[config.mk]
export PLATFORM = sky130hd
export DESIGN_NAME = svg_div_pipe
export DESIGN_NICKNAME = d
export VERILOG_FILES = /design/src/rtl/core/svg_pkg.sv /design/src/rtl/core/svg_div_pipe.sv
export SDC_FILE = /design/constraint.sdc
export NUM_CORES = 1
export LEC_CHECK = 0
export BUFFER_PORTS_ARGS = -buffer_cell sky130_fd_sc_hd__buf_2
export CAP_MARGIN = 20
export CORE_AREA = 5 5 315 287
export DETAILED_ROUTE_END_ITERATION = 7
export DIE_AREA = 0 0 320 292
export SLEW_MARGIN = 5
export SYNTH_ARGS = -nofsm -noshare
export SYNTH_HDL_FRONTEND = slang
export SYNTH_SLANG_ARGS = --single-unit
[constraint.sdc]
create_clock -name clock -period 16.9 [get_ports clock]
set_input_delay 0.845 -clock clock [delete_from_list [all_inputs] [get_ports clock]]
set_output_delay 0.845 -clock clock [all_outputs]
set_load 0.01 [all_outputs]
[src/rtl/core/svg_pkg.sv]
// ----------------------------------------------------------------------------
// svg_pkg
// shared types and constants of the sphere vertex generator
// ----------------------------------------------------------------------------
package svg_pkg;

   // divider lanes: polar step, azimuth step, reversed polar step
   localparam int NUM_LANES = 3;
   localparam int LANE_ROW  = 0;
   localparam int LANE_COL  = 1;
   localparam int LANE_REV  = 2;

   // quotient of n * 65536 / s with n <= s, at most 65536
   localparam int QUOT_W = 17;

   typedef logic [NUM_LANES-1:0][7:0]        div_num_type;
   typedef logic [NUM_LANES-1:0][QUOT_W-1:0] div_quot_type;

   // configuration register map
   typedef enum logic [2:0] {
      CSR_RADIUS       = 3'd0,
      CSR_SLICES       = 3'd1,
      CSR_FIRST_RED    = 3'd2,
      CSR_FIRST_GREEN  = 3'd3,
      CSR_FIRST_BLUE   = 3'd4,
      CSR_SECOND_RED   = 3'd5,
      CSR_SECOND_GREEN = 3'd6,
      CSR_SECOND_BLUE  = 3'd7
   } csr_index_type;

   localparam logic [7:0] ALPHA_OPAQUE = 8'hFF;

endpackage

[src/rtl/core/svg_div_pipe.sv]
// ----------------------------------------------------------------------------
// svg_div_pipe
// three-stage restoring divider, three lanes: floor(n * 65536 / s), n <= s
// ----------------------------------------------------------------------------
module svg_div_pipe (
   input  logic                 clock,
   input  logic [7:0]           divisor,
   input  svg_pkg::div_num_type num,
   output svg_pkg::div_quot_type quot
);
   import svg_pkg::*;

   // one restoring step: returns {quotient bit, new remainder}
   function automatic logic [8:0] div_step(input logic [8:0] t, input logic [7:0] d);
      logic [8:0] diff;
      diff = t - {1'b0, d};
      if (t >= {1'b0, d}) begin
         return {1'b1, diff[7:0]};
      end
      return {1'b0, t[7:0]};
   endfunction

   logic [NUM_LANES-1:0][7:0]  a_rem_ff, a_rem_in;
   logic [NUM_LANES-1:0][5:0]  a_q_ff, a_q_in;
   logic [NUM_LANES-1:0][7:0]  b_rem_ff, b_rem_in;
   logic [NUM_LANES-1:0][11:0] b_q_ff, b_q_in;
   logic [NUM_LANES-1:0][QUOT_W-1:0] c_q_ff, c_q_in;

   // stage a: integer bit plus five fraction bits
   always_comb begin
      logic [7:0] r;
      logic [8:0] st;
      logic [5:0] q;
      for (int l = 0; l < NUM_LANES; l++) begin
         st = div_step({1'b0, num[l]}, divisor);
         q  = '0;
         q[5] = st[8];
         r  = st[7:0];
         for (int k = 4; k >= 0; k--) begin
            st   = div_step({r, 1'b0}, divisor);
            q[k] = st[8];
            r    = st[7:0];
         end
         a_q_in[l]   = q;
         a_rem_in[l] = r;
      end
   end

   // stage b: six more bits
   always_comb begin
      logic [7:0]  r;
      logic [8:0]  st;
      logic [11:0] q;
      for (int l = 0; l < NUM_LANES; l++) begin
         q = {a_q_ff[l], 6'b0};
         r = a_rem_ff[l];
         for (int k = 5; k >= 0; k--) begin
            st   = div_step({r, 1'b0}, divisor);
            q[k] = st[8];
            r    = st[7:0];
         end
         b_q_in[l]   = q;
         b_rem_in[l] = r;
      end
   end

   // stage c: last five bits
   always_comb begin
      logic [7:0]        r;
      logic [8:0]        st;
      logic [QUOT_W-1:0] q;
      for (int l = 0; l < NUM_LANES; l++) begin
         q = {b_q_ff[l], 5'b0};
         r = b_rem_ff[l];
         for (int k = 4; k >= 0; k--) begin
            st   = div_step({r, 1'b0}, divisor);
            q[k] = st[8];
            r    = st[7:0];
         end
         c_q_in[l] = q;
      end
   end

   always_ff @(posedge clock) begin
      a_rem_ff <= a_rem_in;
      a_q_ff   <= a_q_in;
      b_rem_ff <= b_rem_in;
      b_q_ff   <= b_q_in;
      c_q_ff   <= c_q_in;
   end

   assign quot = c_q_ff;

endmodule

After elaboration in Yosys (flattened, before gate mapping)
Cells that the tools add are included.
{ "op_classes": {"n_addsub": 51, "order_cmp": 51, "mux": 150} }
{ "ops": {"columns": ["op", "n"], "rows": [
  ["$mux 9", 51],
  ["$ge 9x8->1", 48],
  ["$sub 8x8->8", 51],
  ["$mux 8", 48],
  ["$mux 1", 51],
  ["$ge 8x8->1", 3]
]} }
{ "totals": {"ff_bits": 153, "elab_cells": 321, "inputBits": 33} }

Logic depth before layout (Yosys ltp)
{ "logic_depth": {"word_depth": 18, "mapped_depth": 67, "mapped_depth_nobuf": 60} }

Least setup slack after synthesis
OpenSTA, ideal clock, no wires.
{ "synth_timing": {"kind": "in2reg", "start": "in divisor[0]", "end": "reg b_rem_ff[9] (netlist name)", "required_ns": 16.778, "arrival_ns": 14.177, "cell_stages": 61, "path_slack_ns": 2.601, "cell_sequence": "buf_6 buf_4 buf_4 inv_2 clkbuf_1 buf_1 clkbuf_1 clkbuf_1 ha_1 nand2_1 o21a_1 o21a_1 o31a_1 clkbuf_1 mux2_2 ha_1 o21ai_0 nand2b_1 [25 not listed] o21ai_0 a21boi_0 o21ai_0 a21boi_0 nor3_1 and3_1 inv_2 mux2_2 ha_1 a21o_1 a21o_1 a21o_1 a221o_1 o21ai_0 o211ai_1 a31oi_1 or3_1 a21oi_1"} }
{ "synth_rtl": {"columns": ["element", "line_no", "source"], "rows": [
  ["start: declaration", "svg_div_pipe.sv:7", "input logic [7:0] divisor,"],
  ["end signal: assignment", "svg_div_pipe.sv:87", "b_rem_ff <= b_rem_in;"],
  ["end: declaration", "svg_div_pipe.sv:25", "logic [NUM_LANES-1:0][7:0] b_rem_ff, b_rem_in;"]
]} }

==> results.cfg <==
[setup_path]
critPathMaxFanout = 21
cpMaxStageDelayCell = o31a_1
critPathCaptureType = flip-flop
slowest_delay_ns = 0.54
rr_worst_depth = 49
critPathKind = input pin to flip-flop
crit_required_ns = 17.32
cp-start-kind = input pin
cpMostUsedCell = ha_1
arrival_ns = 15.50

[finish]
area_growth_pct = 10.27
fin_nets = 3379
layout-drive-gt1-share = 0.1270
n_antenna_cell = 0

[clock_network]
holdBufCountCts = 0
h-tree-depth = 4
numClockSinks = 153
cts_setup_buffers = 0
root_buffer = clkbuf_16
cts_buffers = 17
cts_tree = done
cts_resized = 0
clk_latency_ns = 0.49
cts_buffer_depth = 2
path_clk_slew_ns = 0.07

[timing]
slew_headroom = 0.3348
fmax_mhz = 66.32
hold_viol = 0
finalCritPeriodShare = 0.8922
rsz0062_at_grt = false
fin_skew_ns = 0.01619
period_minus_slack_ns = 15.08
holdWs_ns = 0.3246
setup_viol = 0
tightest_slew_ns = 0.9726
setup_tns_ns = 0
slew_viol_final = 0

[grt]
grt_first_pass_wirelength_um = 105500
grt_pass1_vias = 20260
grt_usage = 0.1360
grt_use_met3 = 0.01622
grt_max_degree = 100
grt-busiest-layer = met2
use_met2 = 0.2248
gr-usage-met1 = 0.1859
antenna_found_initial = 0
overflow = 0

[detailed_routing]
via_per_inst = 5.083
dr.pass1.iters = 7
vias = 21010
ant_nets = 0
post_drt_wl_per_cell_um = 15.69
drtIter0Drc = 1099
finalWirelength_um = 64820
route.detailed.drc = 0

[worst_hold_path]
holdPathStages = 0
hp-class = flip-flop to flip-flop

[logic_synthesis]
synth.distinct_cells = 110
syn_avg_cell_area_um2 = 8.016
synth_ff_type = dfxtp_1
async_flop_share = 0
synth_edf_count = 0
ys_seq_area_frac = 0.1320
yosys_warnings = 0
syn_area_um2 = 23200
synth_nets = 3308
syn_inst = 2894
synth_seq_cells = 153

[floorplanning]
die_area_um2 = 93440
ios = 84
dieWidth_um = 320
fp.dieH_um = 292
rows = 103
core_um2 = 86730
start_util = 0.2675

[placed_design]
dp_hpwl_um = 48510
gp_congestion = 0.8387
portBuffers = 83

[outcome]
outcome = complete, no violations

[job]
cap_violations = 0
-- cell usage in the layout (no fill, tap or decap), types with 10 or more instances in the layout --
cell type and count:
a31oi_1 28, fa_1 12, and2_1 27, o21bai_1 20, nor3b_1 13, dfxtp_1 153
clkbuf_16 17, mux2i_1 84, inv_1 144, o21ai_0 195, a21oi_1 206, or3_1 28
ha_1 369, nand2b_1 48, o221ai_1 10, a221o_1 14, o211ai_1 19, a211oi_1 25
nor2_1 238, xnor2_1 134, and3_1 30, xor2_1 82, a21o_1 78, nand3_1 53
o21a_1 75, buf_4 19, nand4_1 23, or2_2 18, buf_2 83, nand2_1 133
mux2_2 146, inv_2 18, nor2b_1 83, o21ai_1 15, nor3_1 98, a21boi_0 29
-- kinds of logic after synthesis --
family          synth area share
compound gates            0.2429
xor+xnor                 0.08154
fa+ha+maj                 0.2094
buf+inv                  0.03818
flops                     0.1320
mux                       0.1093
simple gates              0.1867
-- worst max-delay path, delay by kind of cell --
kind / cells / cell delay (ns)
AOI/OAI and AO/OA: 28 / 7.35
adders and majority gates: 6 / 2.07
buffers and inverters: 4 / 1.05
muxes: 5 / 2.01
and+or+nand+nor: 8 / 2.12
-- metal layers --
metal	up-vias	part of all wire	routed length, um
li1	10850	-	-
met1	9692	0.49	32010
met2	395	0.45	29170
met3	69	0.036	2332
met4	0	0.020	1299
met5	-	0	0
-- cell type report --
class                      instances  area (um^2)
clock buffer                      18        439.2
clock inverter                    13        111.4
fill                            9193        61150
inverter                         166        626.9
multi-input combinational       2521        19260
sequential                       153         3063
tap                             1155         1445
timing repair buffer             106        638.1
-- worst paths after layout --
check,startpoint,endpoint,slack (ns)
worst min register to register,b_q_ff[8],quot[13],0.32
worst max-delay path,divisor[4],b_rem_ff[9],1.82
worst max register to register,a_rem_ff[10],b_rem_ff[9],2.52
worst min-delay path,b_q_ff[8],quot[13],0.32
-- per-stage QoR --
stage | util | worst slack (ns) | area [um^2] | std cells
after floorplan | - | 2.601 | 23200 | 2894
after global placement | 0.2886 | 1.324 | 25030 | 4100
after detailed placement | 0.2886 | 1.512 | 25030 | 4101
after CTS | 0.2950 | 1.993 | 25580 | 4132
after global routing | 0.2950 | 0.5576 | 25580 | 4132
final | 0.2950 | 1.822 | 25580 | 4132
-- synthesized netlist by cell type (all sizes together) (22+ instances only) --
| library cell | number | area share |
|---|---|---|
| nand4 | 23 | 0.0062 |
| a21oi | 209 | 0.046 |
| dfxtp | 153 | 0.13 |
| a21boi | 33 | 0.011 |
| buf | 35 | 0.0081 |
| nor2 | 242 | 0.040 |
| nand2 | 136 | 0.022 |
| mux2 | 147 | 0.072 |
| or3 | 28 | 0.0076 |
| xnor2 | 134 | 0.051 |
| nand2b | 48 | 0.013 |
| mux2i | 86 | 0.038 |
| xor2 | 82 | 0.031 |
| ha | 369 | 0.20 |
| a211oi | 29 | 0.011 |
| o21ai | 210 | 0.045 |
| a31oi | 28 | 0.0076 |
| inv | 164 | 0.027 |
| nand3 | 54 | 0.012 |
| nor2b | 84 | 0.023 |
| o21a | 75 | 0.024 |
| or2 | 22 | 0.0059 |
| a21o | 78 | 0.025 |
| and2 | 27 | 0.0073 |
| and3 | 30 | 0.0081 |
| nor3 | 98 | 0.021 |
-- registers in the layout, indices dropped and copies added (netlist names) --
signal and count:
a_q_ff 18, b_rem_ff 24, b_q_ff 36, a_rem_ff 24, quot 51
Power is left out: the tool's default activity adds up to more than one toggle a clock period on the data nets, which glitch-free logic cannot reach.
